===== src/hdl/wes_pkg.sv =====
// Shared constants, codes and pipeline types of the wave equation stencil block.
`default_nettype none

package wes_pkg;

  localparam int MAX_COLS   = 512;
  localparam int MAX_ROWS   = 512;
  localparam int VALUE_BITS = 16;

  localparam int ROW_W   = $clog2(MAX_ROWS);
  localparam int COL_W   = $clog2(MAX_COLS);
  localparam int ADDR_W  = $clog2(MAX_COLS);
  localparam int VAL_W   = VALUE_BITS;
  localparam int SPD_W   = 16;
  localparam int RATIO_W = 16;

  localparam int RATIO_SHIFT = 16;
  localparam int FRAC_SHIFT  = 14;

  // Datapath widths of the update.
  localparam int LAP_W    = VAL_W + 4;
  localparam int SCALED_W = SPD_W + RATIO_W;
  localparam int SQ_W     = 2 * SPD_W;
  localparam int A2_W     = SQ_W - FRAC_SHIFT;
  localparam int PROD_W   = A2_W + 1 + LAP_W;
  localparam int TERM_W   = PROD_W - FRAC_SHIFT;
  localparam int SUM_W    = TERM_W + 2;

  // Stream and configuration port widths.
  localparam int IN_TDATA_W  = 3 * VAL_W + SPD_W;
  localparam int OUT_USED_W  = ROW_W + COL_W + VAL_W;
  localparam int OUT_TDATA_W = ((OUT_USED_W + 7) / 8) * 8;
  localparam int OUT_PAD_W   = OUT_TDATA_W - OUT_USED_W;
  localparam int CFG_IDX_W   = 2;
  localparam int CFG_DATA_W  = 16;

  localparam logic [ROW_W-1:0]   LAST_ROW_RST = ROW_W'(400);
  localparam logic [COL_W-1:0]   LAST_COL_RST = COL_W'(400);
  localparam logic [RATIO_W-1:0] RATIO_RST    = RATIO_W'(32768);

  typedef enum logic [CFG_IDX_W-1:0] {
    CFG_LAST_ROW = 2'd0,
    CFG_LAST_COL = 2'd1,
    CFG_RATIO    = 2'd2
  } cfg_idx_t;

  // What travels with every grid point through the pipeline.
  typedef struct packed {
    logic                    is_int;
    logic                    is_edge;
    logic [ROW_W-1:0]        row;
    logic [COL_W-1:0]        col;
    logic signed [VAL_W-1:0] edge_val;
  } tag_t;

  typedef struct packed {
    tag_t                    tag;
    logic signed [LAP_W-1:0] lap;
    logic signed [VAL_W-1:0] center;
    logic signed [VAL_W-1:0] prev_old;
    logic [SPD_W-1:0]        a;
  } front_t;

  typedef struct packed {
    tag_t                    tag;
    logic signed [VAL_W-1:0] value;
  } res_t;

endpackage

`default_nettype wire


===== src/hdl/wes_arith.sv =====
// Arithmetic back end: coefficient square, Laplacian product, sum and saturation.
`default_nettype none

module wes_arith (
  input  wire                clk,
  input  wire                rst_n,
  input  wire                fr_valid,
  output logic               fr_ready,
  input  wes_pkg::front_t    fr_data,
  output logic               res_valid,
  input  wire                res_ready,
  output wes_pkg::res_t      res_data
);

  import wes_pkg::*;

  typedef struct packed {
    tag_t                    tag;
    logic [A2_W-1:0]         a2;
    logic signed [LAP_W-1:0] lap;
    logic signed [VAL_W-1:0] center;
    logic signed [VAL_W-1:0] prev_old;
  } sq_stage_t;

  typedef struct packed {
    tag_t                     tag;
    logic signed [PROD_W-1:0] prod;
    logic signed [VAL_W-1:0]  center;
    logic signed [VAL_W-1:0]  prev_old;
  } mul_stage_t;

  logic       v3_r, v4_r, v5_r;
  logic       en3, en4, en5;
  sq_stage_t  p3_r;
  mul_stage_t p4_r;
  res_t       p5_r;

  logic [SQ_W-1:0]          sq;
  logic signed [PROD_W-1:0] prod;
  logic signed [TERM_W-1:0] term;
  logic signed [SUM_W-1:0]  nv;
  logic                     ovf;
  logic signed [VAL_W-1:0]  sat;

  assign en5      = !v5_r || res_ready;
  assign en4      = !v4_r || en5;
  assign en3      = !v3_r || en4;
  assign fr_ready = en3;

  assign sq   = fr_data.a * fr_data.a;
  assign prod = $signed({1'b0, p3_r.a2}) * p3_r.lap;

  // Arithmetic shift of the product floors toward minus infinity.
  assign term = p4_r.prod[PROD_W-1:FRAC_SHIFT];
  assign nv   = (SUM_W'(p4_r.center) <<< 1) - SUM_W'(p4_r.prev_old) + SUM_W'(term);

  // Overflow when the bits above the result's sign are not all copies of it.
  assign ovf = !((&nv[SUM_W-1:VAL_W-1]) || (~|nv[SUM_W-1:VAL_W-1]));
  assign sat = !ovf ? nv[VAL_W-1:0] :
               nv[SUM_W-1] ? {1'b1, {(VAL_W-1){1'b0}}} : {1'b0, {(VAL_W-1){1'b1}}};

  always_ff @(posedge clk) begin
    if (!rst_n) begin
      v3_r <= 1'b0;
      v4_r <= 1'b0;
      v5_r <= 1'b0;
    end else begin
      if (en3) v3_r <= fr_valid;
      if (en4) v4_r <= v3_r;
      if (en5) v5_r <= v4_r;
    end
  end

  always_ff @(posedge clk) begin
    if (en3 && fr_valid) begin
      p3_r.tag      <= fr_data.tag;
      p3_r.a2       <= sq[SQ_W-1:FRAC_SHIFT];
      p3_r.lap      <= fr_data.lap;
      p3_r.center   <= fr_data.center;
      p3_r.prev_old <= fr_data.prev_old;
    end
    if (en4 && v3_r) begin
      p4_r.tag      <= p3_r.tag;
      p4_r.prod     <= prod;
      p4_r.center   <= p3_r.center;
      p4_r.prev_old <= p3_r.prev_old;
    end
    if (en5 && v4_r) begin
      p5_r.tag   <= p4_r.tag;
      p5_r.value <= sat;
    end
  end

  assign res_valid = v5_r;
  assign res_data  = p5_r;

endmodule

`default_nettype wire


===== config.mk =====
export PLATFORM = sky130hd
export DESIGN_NAME = wes_arith
export DESIGN_NICKNAME = d
export VERILOG_FILES = /design/src/hdl/wes_pkg.sv /design/src/hdl/wes_arith.sv
export SDC_FILE = /design/constraint.sdc
export NUM_CORES = 2
export LEC_CHECK = 0
export ABC_AREA = 1
export ABC_CLOCK_PERIOD_IN_PS = 8039
export BUFFER_PORTS_ARGS = -buffer_cell sky130_fd_sc_hd__buf_2
export CAP_MARGIN = 20
export CORE_ASPECT_RATIO = 0.75
export CORE_MARGIN = 2
export CORE_UTILIZATION = 30
export DETAILED_ROUTE_END_ITERATION = 7
export HOLD_SLACK_MARGIN = 0.02
export PLACE_DENSITY = 0.52
export SETUP_SLACK_MARGIN = 0.02
export SLEW_MARGIN = 20
export SYNTH_ARGS = -nofsm -noshare
export SYNTH_HDL_FRONTEND = slang
export SYNTH_SLANG_ARGS = --single-unit
export TNS_END_PERCENT = 5

===== constraint.sdc =====
create_clock -name clk -period 8.04 [get_ports clk]
set_input_delay 1.206 -clock clk [delete_from_list [all_inputs] [get_ports clk]]
set_output_delay 1.206 -clock clk [all_outputs]
set_load 0.05 [all_outputs]

==> flow_metrics.env <==
export IMPL_status="finished, final reports clean"
export IMPL_die_area_mm2=0.110
export IMPL_cts_resized=0
export IMPL_syn2layout_area_growth_pct=9.79
export IMPL_timing_final_crit_share=0.827
export IMPL_hp_start="p4_r[82]"
export IMPL_crit_type="reg2reg"
export IMPL_synthArstFlopShare=0
export IMPL_drc=0
export IMPL_crit_path_end_kind="register"
export IMPL_synth_area_mux_share=0
export IMPL_skew_ns=0.0251
export IMPL_core_mm2=0.106
export IMPL_tightest_slew_ns=1.05
export IMPL_synth_area_leaders="fa_1, edfxtp_1, inv_1"
export IMPL_cp_startpoint="p3_r[58]"
export IMPL_die_y_um=287
export IMPL_place_gp_congestion=0.911
export IMPL_syn_area_mm2=0.0321
export IMPL_grt_pass1_vias=23700
export IMPL_synth_ff_type="edfxtp_1"
export IMPL_synth_warnings=0
export IMPL_drive_gt1_frac=0.0700
export IMPL_insertion_delay_ns=0.58
export IMPL_first_iter_violations=1359
export IMPL_dr_max_layer_used="met5"
export IMPL_ys_ff_latch=254
export IMPL_synth_compound_area_share=0.0302
export IMPL_fmax_mhz=150
export IMPL_antenna_found_initial=6
export IMPL_wl_met2_mm=33.5
export IMPL_min_to="res_data[27]"
export IMPL_met3_wirelength_mm=5.34
export IMPL_place_hpwl_mm=65.8
export IMPL_cp_required_ns=8.29
export IMPL_synth_top_area_share=0.344
export IMPL_avgViaCountPerCell=4.31
export IMPL_start_kind="register"
export IMPL_synthSimpleGateAreaFrac=0.137
export IMPL_hp_class="reg2reg"
export IMPL_rrSetupSlack_ns=1.39
export IMPL_cts_tree="built"
export IMPL_cts_buffers=26
export IMPL_synth_edf_count=251
export IMPL_finalSetupViolCount=0
export IMPL_wl_mm=78.6
export IMPL_synth_top_family_by_area="adder cells"
export IMPL_min_path_cells=0
export IMPL_vias=22300
export IMPL_yosys_area_share_xor_xnor=0.0177
export IMPL_cts_max_path_buffers=3
export IMPL_finalHoldViolations=0
export IMPL_synth_cell_types=41
export IMPL_h_tree_depth=1
export IMPL_initial_core_util=0.304
export IMPL_rows=103
export IMPL_rsz0062_at_grt="no"
export IMPL_timing_rr_start="p3_r[58]"
export IMPL_synth_top_cell_by_area="fa_1"
export IMPL_slew_violations=0
export IMPL_met1Wirelength_mm=38.7
export IMPL_postSynthCellCount=3618
export IMPL_synthAdderAreaFrac=0.431
export IMPL_grt_pass1_wl_mm=130
export IMPL_syn_avg_cell_area_um2=8.87
export IMPL_antenna_left=0
export IMPL_path_clk_slew_ns=0.07
export IMPL_synth_nets=4500
export IMPL_cap_violations=0
export IMPL_r2r_end="p4_r[65]"
export IMPL_synthTopCellsByCount="inv_1, nand2_1, fa_1"
export IMPL_drtPass1Iterations=5
export IMPL_postCtsHoldBufs=0
export IMPL_fin_crit_ns=6.65
export IMPL_crit_arrival_ns=6.90
export IMPL_grt_max_degree=68
export IMPL_synth_most_common_cell="inv_1"
export IMPL_track_usage=0.149
export IMPL_cp_max_fo=20
export IMPL_cts_sinks=254
export IMPL_cts_root_buffer="clkbuf_16"
export IMPL_io_buffers=161
export IMPL_ys_seq_area_frac=0.237
export IMPL_ff2ff_path_depth=17
export IMPL_wl_per_cell_um=15.2
export IMPL_overflow=0
export IMPL_fin_tns_setup_ns=0
export IMPL_num_io_pins=162
export IMPL_die_x_um=382
export IMPL_post_cts_buffers=0
export IMPL_slew_headroom=0.299
export IMPL_layout_nets=4608
[stage by stage]
stage	setup WS [ns]	hold slack (ns)	cells	utilization	instance area (um^2)
floorplan	1.49	0.400	3618	-	32100
global route	1.07	0.422	5165	0.334	35200
finish	1.39	0.414	5165	0.334	35200
detailed placement	1.29	0.405	5115	0.326	34400
CTS	1.49	0.418	5162	0.333	35200
global placement	1.38	0.401	5115	0.326	34400
[how the worst max path moves through the flow]
stage / end / cells past startpoint
floorplan: p3_r[68] / 19
global placement: p3_r[68] / 18
detailed placement: p3_r[64] / 18
CTS: p4_r[64] / 18
global route: p4_r[65] / 18
finish: p4_r[65] / 17
[critical path, cell delays in order, from the launching register on]
cell	delay [ns]
edfxtp_1	1.00
nand2_1	0.15
fa_1	0.70
fa_1	0.44
inv_1	0.33
fa_1	0.52
fa_1	0.52
fa_1	0.49
inv_1	0.05
fa_1	0.47
inv_1	0.04
ha_1	0.38
nand2_1	0.17
nor2_1	0.26
nand2_1	0.15
nand3b_1	0.34
nand3_1	0.14
nand2_1	0.18
[flip-flops by register name (all words and copies together), names as in the netlist]
name and flops:
v4_r 1, v3_r 1, res_data 52, res_valid 1, p3_r 106, p4_r 93
[cell type report]
type / count / area (um^2)
well taps: 1417 / 1770
clock buffers: 28 / 658
inverters: 1154 / 4340
flip-flops and latches: 254 / 7600
fillers: 11100 / 70400
repair buffers: 184 / 978
diodes: 3 / 7.51
multi-input cells: 2106 / 19800
clock inverters: 19 / 130
[cell usage in the layout (no fill, tap or decap), drive strengths merged]
master       n
nand4       23
a31oi        8
nor2       122
nand3       52
nand3b       2
nand2      863
o21bai       4
and2         2
diode        3
fa         552
a21oi       95
buf        184
ha         222
clkinvlp     3
xor2        45
nor3        17
or2          3
and3         1
a221oi       1
o211ai       3
inv       1159
o21a        10
o21ai       48
a211oi       4
clkbuf      28
dfxtp        3
clkinv      11
edfxtp     251
a21o         5
nor4         4
xnor2       20
[cells by family after synthesis]
group                      count (synthesis)
buffers and inverters                   1258
AOI/OAI and AO/OA                        178
DFF                                      254
xor gates and xnor gates                  65
and+or+nand+nor                         1089
adders and majority gates                774
[per-layer routing]
layer	track usage	vias to the layer above
met5	0	-
met4	0.0243	4
met3	0.0301	62
met2	0.226	512
met1	0.221	11000
li1	-	10700
Power is not shown: default switching activity piles up to over one toggle a cycle in this logic, so the estimate is an artifact.
