[config.mk]
export PLATFORM = sky130hd
export DESIGN_NAME = wes_out
export DESIGN_NICKNAME = d
export VERILOG_FILES = /design/src/hdl/wes_pkg.sv /design/src/hdl/wes_out.sv
export SDC_FILE = /design/constraint.sdc
export NUM_CORES = 1
export LEC_CHECK = 0
export BUFFER_PORTS_ARGS = -buffer_cell sky130_fd_sc_hd__buf_2
export CORE_AREA = 2 2 58 87
export CTS_CLUSTER_DIAMETER = 50
export DETAILED_ROUTE_END_ITERATION = 16
export DIE_AREA = 0 0 60 89
export GPL_TIMING_DRIVEN = 0
export PLACE_DENSITY_LB_ADDON = 0.15
export SLEW_MARGIN = 20
export SYNTH_ARGS = -nofsm -noshare
export SYNTH_HDL_FRONTEND = slang
export SYNTH_SLANG_ARGS = --single-unit
export TNS_END_PERCENT = 10
[constraint.sdc]
create_clock -name clk -period 5.98 [get_ports clk]
set_input_delay 0 -clock clk [delete_from_list [all_inputs] [get_ports clk]]
set_output_delay 0 -clock clk [all_outputs]
set_load 0.005 [all_outputs]
[src/hdl/wes_pkg.sv]
// Shared constants, codes and pipeline types of the wave equation stencil block.
`default_nettype none

package wes_pkg;

  localparam int MAX_COLS   = 512;
  localparam int MAX_ROWS   = 512;
  localparam int VALUE_BITS = 16;

  localparam int ROW_W   = $clog2(MAX_ROWS);
  localparam int COL_W   = $clog2(MAX_COLS);
  localparam int ADDR_W  = $clog2(MAX_COLS);
  localparam int VAL_W   = VALUE_BITS;
  localparam int SPD_W   = 16;
  localparam int RATIO_W = 16;

  localparam int RATIO_SHIFT = 16;
  localparam int FRAC_SHIFT  = 14;

  // Datapath widths of the update.
  localparam int LAP_W    = VAL_W + 4;
  localparam int SCALED_W = SPD_W + RATIO_W;
  localparam int SQ_W     = 2 * SPD_W;
  localparam int A2_W     = SQ_W - FRAC_SHIFT;
  localparam int PROD_W   = A2_W + 1 + LAP_W;
  localparam int TERM_W   = PROD_W - FRAC_SHIFT;
  localparam int SUM_W    = TERM_W + 2;

  // Stream and configuration port widths.
  localparam int IN_TDATA_W  = 3 * VAL_W + SPD_W;
  localparam int OUT_USED_W  = ROW_W + COL_W + VAL_W;
  localparam int OUT_TDATA_W = ((OUT_USED_W + 7) / 8) * 8;
  localparam int OUT_PAD_W   = OUT_TDATA_W - OUT_USED_W;
  localparam int CFG_IDX_W   = 2;
  localparam int CFG_DATA_W  = 16;

  localparam logic [ROW_W-1:0]   LAST_ROW_RST = ROW_W'(400);
  localparam logic [COL_W-1:0]   LAST_COL_RST = COL_W'(400);
  localparam logic [RATIO_W-1:0] RATIO_RST    = RATIO_W'(32768);

  typedef enum logic [CFG_IDX_W-1:0] {
    CFG_LAST_ROW = 2'd0,
    CFG_LAST_COL = 2'd1,
    CFG_RATIO    = 2'd2
  } cfg_idx_t;

  // What travels with every grid point through the pipeline.
  typedef struct packed {
    logic                    is_int;
    logic                    is_edge;
    logic [ROW_W-1:0]        row;
    logic [COL_W-1:0]        col;
    logic signed [VAL_W-1:0] edge_val;
  } tag_t;

  typedef struct packed {
    tag_t                    tag;
    logic signed [LAP_W-1:0] lap;
    logic signed [VAL_W-1:0] center;
    logic signed [VAL_W-1:0] prev_old;
    logic [SPD_W-1:0]        a;
  } front_t;

  typedef struct packed {
    tag_t                    tag;
    logic signed [VAL_W-1:0] value;
  } res_t;

endpackage

`default_nettype wire

[src/hdl/wes_out.sv]
// Output stage: sends each point's interior result, if any, and then its edge result, if any.
`default_nettype none

module wes_out (
  input  wire                              clk,
  input  wire                              rst_n,
  input  wire                              res_valid,
  output logic                             res_ready,
  input  wes_pkg::res_t                    res_data,
  output logic                             out_tvalid,
  input  wire                              out_tready,
  output logic [wes_pkg::OUT_TDATA_W-1:0]  out_tdata,
  output logic                             out_tlast
);

  import wes_pkg::*;

  logic             int_pend_r, edge_pend_r;
  res_t             hold_r;
  logic [ROW_W-1:0] o_row;
  logic [COL_W-1:0] o_col;
  logic [VAL_W-1:0] o_val;

  assign out_tvalid = int_pend_r || edge_pend_r;
  assign out_tlast  = !(int_pend_r && edge_pend_r);
  assign res_ready  = !out_tvalid || (out_tready && out_tlast);

  always_ff @(posedge clk) begin
    if (!rst_n) begin
      int_pend_r  <= 1'b0;
      edge_pend_r <= 1'b0;
    end else if (res_ready) begin
      int_pend_r  <= res_valid && res_data.tag.is_int;
      edge_pend_r <= res_valid && res_data.tag.is_edge;
    end else if (out_tready) begin
      // Only a pair can be waiting here; its interior half has gone out.
      int_pend_r <= 1'b0;
    end
  end

  always_ff @(posedge clk) begin
    if (res_ready && res_valid) begin
      hold_r <= res_data;
    end
  end

  // An interior result names the point one row up and one column left.
  assign o_row = int_pend_r ? hold_r.tag.row - ROW_W'(1) : hold_r.tag.row;
  assign o_col = int_pend_r ? hold_r.tag.col - COL_W'(1) : hold_r.tag.col;
  assign o_val = int_pend_r ? hold_r.value : hold_r.tag.edge_val;

  assign out_tdata = {{OUT_PAD_W{1'b0}}, o_val, o_col, o_row};

endmodule

`default_nettype wire

==> summary.txt, run 1 <==
GRT Util Overall - 17.69%
Final wirelength - 4.573 mm
Vias - 1602
Final Hold Fails - 0
Sequential-to-total area share from yosys stat - 70.32%
Die area - 0.005340 mm²
CP Launch Type - register
Sink Count - 52
Reg area - 0.001541 mm²
Ys Warns - 0
Critical path endpoint category - register
Die height - 89 µm
Max_slew headroom - 58.70%
Final Critical Period - 1969 ps
Die width - 60 µm
Yosys top cell by area - edfxtp_1
Final #Nets - 350
Core ar. - 0.004542 mm²
Leakage Power - 1.431 nW
Synth unique cells - 27
Syn_area_per_cell - 16.12 µm²
CTS Buffer Depth - 2
Max Freq - 507.9 MHz
1st-pass router iterations - 4
CTS tree - done
Worst slew pin tran - 619.5 ps
Share of cells above drive strength 1 - 44.37%
Post_cts resized - 0
Post-DP HPWL - 2.937 mm
Max IR drop VDD - 0.1869 mV
Pins over their slew limit - 0
Post-route clock period utilization - 32.93%
CP max-delay cell - and2_2
Hold WC Path Type - input port to register
Gpl congestion - 0.6958
Pwr/cell area - 230.1 mW/mm²
CP Class - register to register
Site row count - 30
I/O Pins - 99
Area Growth Syn to Fin - 54.97%
Vias in the first global route - 1601
# setup viols final - 0
# Max-Cap Violations - 0
Htree depth - 2
Routed WL per cell - 12.81 µm
Port bufs - 92
Mapped Area - 0.002192 mm²
Place WS - 3983 ps
Critical path data arrival time - 1970 ps
Clk_lat worst skew - 300 ps
Final Skew - 6.002 ps
Initial DRC Count - 27
CP max stage delay - 570 ps
Worst EP required - 5990 ps
Multi-input logic area - 595.6 µm²
Starting Density - 48.26%
Diode count - 0
First-pass GRT wire length - 6.762 mm
CTS root buf - clkbuf_8
RSZ-0062 raised after global routing - false
Fillers - 324
Largest net degree at the start of global routing - 28
Drt drc - 0
Top post-synthesis cells by area - edfxtp_1 68%, mux2_2 8.2%, xnor2_1 3.6%, xor2_1 2.8%, buf_4 2.1%
Initial antenna violation count - 0
Final worst setup slack - 4011 ps
Post-DR vias/cell - 4.487
Antenna Nets Post-Route - 0
TNS Setup - 0 ps
Cell Chain, Critical Path - buf_2 > nor2b_1 > a21oi_1 > and2_2 > buf_16
Status - complete, no violations
Cts bufs inserted - 5
Mapped Cells - 136
Total grt overflow - 0
Area share of the largest cell type after synthesis - 68.49%
Total power - 0.0007815 W
#FFs+latches synth - 52
Clock transition at path regs - 90 ps
CP max FO - 27
## synth_stat cells (all sizes together)
cell type	n
mux2	16
mux2i	1
nor4b	2
ha	2
dfxtp	2
nor3b	1
and2	1
edfxtp	50
xor2	7
or2	1
o21a	1
nand2	7
nand2b	2
nor2b	1
inv	4
nor2	7
and4bb	2
or4b	1
a31oi	1
a21oi	4
xnor2	9
conb	1
nor3	1
buf	9
nand3	3
## per-layer routing
metal	vias up	track usage [%]	part of all wire [%]
li1	795	-	-
met1	735	16.75	34
met2	60	32.81	56
met3	12	5.355	6.3
met4	0	9.495	3.0
met5	-	0	0
## critical path, delay by kind of cell, from the launching register on
family / cells / cell delay [ps]
and+or+nand+nor: 2 / 730
buffers and inverters: 2 / 460
AOI/OAI and AO/OA: 1 / 130
DFF: 1 / 350
## through the flow
step / cells / instance area, µm² / hold slack [ps] / util (%)
after CTS: 357 / 3397 / 18.39 / 74.79
after detailed placement: 298 / 2780 / 178.1 / 61.21
after global placement: 297 / 2751 / 176.2 / 60.58
after global routing: 357 / 3397 / 39.92 / 74.79
after floorplan: 141 / 2211 / 98.87 / -
final: 357 / 3397 / 29.25 / 74.79
## layout by cell type (no fill, tap or decap), drive strengths merged, types with 2 or more instances in the layout
master       Yosys  final
nand2            7      7
nand3            3      3
clkinv           0      2
nor4b            2      2
nor2             7      7
buf              9    102
mux2            16     16
and4bb           2      2
edfxtp          50     50
dlygate4sd3      0     51
inv              4      4
nand2b           2      2
xnor2            9      9
conb             1      6
dfxtp            2      2
xor2             7      7
clkbuf           0      5
ha               2      2
a21oi            4      4
## cells by family after synthesis
group / count (synthesis) / share of synthesized area [%]
DFF: 52 / 70.32
and+or+nand+nor: 29 / 8.334
muxes: 17 / 8.676
xor gates and xnor gates: 16 / 6.393
buffers and inverters: 13 / 3.424
AOI/OAI and AO/OA: 6 / 1.541
adders and majority gates: 2 / 1.141
other: 1 / 0.1711
## layout make-up
class                      count  area share [%]
buffer                         9           1.768
clock buffer                   5           2.026
clock inverter                 3           1.105
inverter                       4          0.4420
multi-input combinational     76           17.53
sequential                    52           45.38
tap                           64           2.357
timing repair buffer         144           29.39
## power by group
part	switching, W	total (W)	internal (W)	leakage [nW]
registers	0.0000102	0.000438	0.000427	0.501
clock network	0.000106	0.000228	0.000122	0.0532
logic	0.0000444	0.000116	0.0000714	0.878
## flip-flops by register name, indices dropped and copies added (netlist names)
| register | count |
|---|---|
| int_pend_r | 1 |
| hold_r | 50 |
| edge_pend_r | 1 |
## repair_timing
action | 4_1_cts | 5_1_grt
hold buffers | 51 | 0
buffers inserted | 0 | 0
hold endpoints to repair | 52 | 0
## final timing paths
path                                   from           to  slack, ps  cells past startpoint
worst max-delay path             int_pend_r   hold_r[25]       4010                      5
worst min-delay path              res_valid  edge_pend_r         30                      3
worst max register to register   int_pend_r   hold_r[25]       4010                      5
worst min register to register  edge_pend_r  edge_pend_r        590                      2
No activity file was read; power rests on OpenSTA's default activity.
==> run 2: changes to the inputs <==
- CORE_AREA: 2 2 58 87 -> 2 2 62 94
- DIE_AREA: 0 0 60 89 -> 0 0 64 96
- clock period: 5.98 -> 1.6 ns (I/O delays scaled with it)
==> run 2 against run 1 <==
Clock power increased to 3.1 times the previous value. Sequential power increased to 3.7 times the previous value. Non-clock buffer count increased by 7. Critical path depth fell by 1. Cell count rose by 4.5%. The flow now finishes with violations (negative setup slack). Clock-buffer cell count up 2. Clock skew decreased by 1.9 ps. Sequential cell count stayed put. Critical path type is now register to primary output. Die area rose by 15%.
==> summary.txt, run 2 (same netlist as run 1, synthesis figures left out) <==
Status - finished with violations
Failing checks - negative setup slack
Die width - 64 µm (+6.7%)
CP max FO - 3 (-89%)
Commonest non-fill, non-tap cell in the layout - buf_2
Max IR drop VDD - 0.6400 mV (+240%)
RR Endpoint - hold_r[45]
CP Class - register to primary output
Final Hold Fails - 0 (unchanged)
Starting Density - 41.16% (-7.1 points)
Total grt overflow - 0 (unchanged)
Post-route clock period utilization - 112.9%
Routed metal-1 wirelength - 1.674 mm (+6.4%)
# Max-Cap Violations - 0 (unchanged)
Clock transition at path regs - 80 ps (about the same)
Area Growth Syn to Fin - 59.02%
Pins over their slew limit - 0 (unchanged)
Hold WC Path Type - input port to register
Met2 WL - 2.752 mm (+7.0%)
Vias - 1654 (+3.2%)
Sink Count - 52 (unchanged)
Reg-to-reg startpoint - int_pend_r
Hold WS - 52.94 ps (+23.69 ps)
Share of cells above drive strength 1 - 48.18% (+3.8 points)
I/O Pins - 99 (unchanged)
Final Skew - 4.115 ps (-1.887 ps)
Final worst setup slack - -207.0 ps (-4218 ps)
Post-DR vias/cell - 4.434 (-1.2%)
1st-pass router iterations - 3 (-1)
Largest register by flop count - hold_r
CP Launch Type - register
Initial antenna violation count - 0 (unchanged)
Post-DP HPWL - 3.021 mm (+2.9%)
CTS tree - done
CTS Buffer Depth - 2 (unchanged)
Max Freq - 553.4 MHz
Worst setup path endpoint - out_tdata[16]
Drt drc - 0 (unchanged)
Vias in the first global route - 1693 (+5.7%)
TNS Setup - -2763 ps (-2763 ps)
Met3 wire length - 262 µm (-9.3%)
Critical path data arrival time - 1810 ps (-160 ps)
Largest net degree at the start of global routing - 26 (-7.1%)
GRT Util Overall - 15.74% (-1.9 points)
Leakage Power - 1.469 nW (+2.6%)
Core ar. - 0.005326 mm² (+17%)
Gpl congestion - 0.7570 (+8.8%)
DR top layer - met4
CTS root buf - clkbuf_8
Commonest non-fill, non-tap cells in the layout - 92 x buf_2, 51 x dlygate4sd3_1, 50 x edfxtp_1
Die height - 96 µm (+7.9%)
Beginning of the critical path - hold_r[32]
Fin cells - 373 (+4.5%)
FF-to-FF path depth - 4 (-1)
# setup viols final - 32 (+32)
Diode count - 0 (unchanged)
First-pass GRT wire length - 7.265 mm (+7.4%)
Clk_lat worst skew - 290 ps (about the same)
Site row count - 33 (+10%)
Antenna Nets Post-Route - 0 (unchanged)
Cts bufs inserted - 5 (unchanged)
Reg-to-reg slack, setup - -90 ps (-4100 ps)
Biggest regs - hold_r: 50 flops, edge_pend_r: 1 flops, int_pend_r: 1 flops
Final wirelength - 4.735 mm (+3.5%)
Placed cell count - 303 (+1.7%)
Critical path endpoint category - primary output
RSZ-0062 raised after global routing - true
Die area - 0.006144 mm² (+15%)
Port bufs - 92 (unchanged)
Initial DRC Count - 41 (+52%)
Final #Nets - 360 (+2.9%)
Largest register FFs - 50 (unchanged)
Htree depth - 2 (unchanged)
Final Critical Period - 1807 ps
Worst EP required - 1600 ps (-4390 ps)
Pwr/cell area - 803.1 mW/mm² (+250%)
Routed WL per cell - 12.69 µm (-0.90%)
run 2: cell types whose count changed in the layout (fill, tap and decap cells not counted), moves of 2 or more:
cell      delta
and2_4       +3
clkbuf_1     +2
clkinv_1     -2
buf_2        -3
buf_4       +10
run 2: cell type report:
type	instances	area, µm²
clock inverter	1	8.758
inverter	4	15.01
sequential	52	1543
multi-input combinational	79	653.1
fill	428	1841
clock buffer	7	76.32
timing repair buffer	151	1031
buffer	9	71.32
tap	70	87.58
run 2: worst min path at each step:
stage,from,to,cells after the start
floorplan,res_data[0],hold_r[0],0
global placement,res_data[19],hold_r[19],1
detailed placement,res_data[3],hold_r[3],1
CTS,res_data[50],edge_pend_r,3
global route,out_tready,int_pend_r,3
finish,res_data[50],edge_pend_r,3
run 2: report_power, final:
part,leakage [nW],internal (W),switching [W],total (W)
clock network,0.0424,0.000313,0.000392,0.000705
registers,0.501,0.00160,0.0000384,0.00164
logic,0.925,0.000281,0.000178,0.000459
total,1.47,0.00219,0.000608,0.00280
run 2: metrics by stage:
stage          instance area [µm²]  utilization (%)  power [W]  worst slack [ps]
6_report                      3486            65.45   0.002799            -207.0
5_1_grt                       3486            65.45   0.002941            -307.1
4_1_cts                       3433            64.46   0.002838            -221.8
3_5_place_dp                  2765            51.91   0.001997            -228.9
3_3_place_gp                  2765            51.91   0.001987            -198.4
2_1_floorplan                 2217                -   0.001823             7.766
run 2: worst max-delay path, stage by stage, from the launching register on:
cell	delay (ps)
edfxtp_1	390
or4b_4	600
nor4b_4	240
xor2_1	160
buf_2	130
run 2: timing repair:
| action | 4_1_cts | 5_1_grt |
|---|---|---|
| cloned | 3 | 0 |
| hold buffers | 51 | 0 |
| gates resized for setup | 8 | 5 |
| pin swaps | 1 | 4 |
| hold endpoints to repair | 52 | 0 |
| setup endpoints to repair | 73 | 49 |
| buffers inserted | 3 | 5 |
run 2: metal layers:
metal	vias up	track usage [%]
met1	772	14.32
met3	4	3.275
met5	-	0
met2	63	32.81
li1	815	-
met4	0	5.978
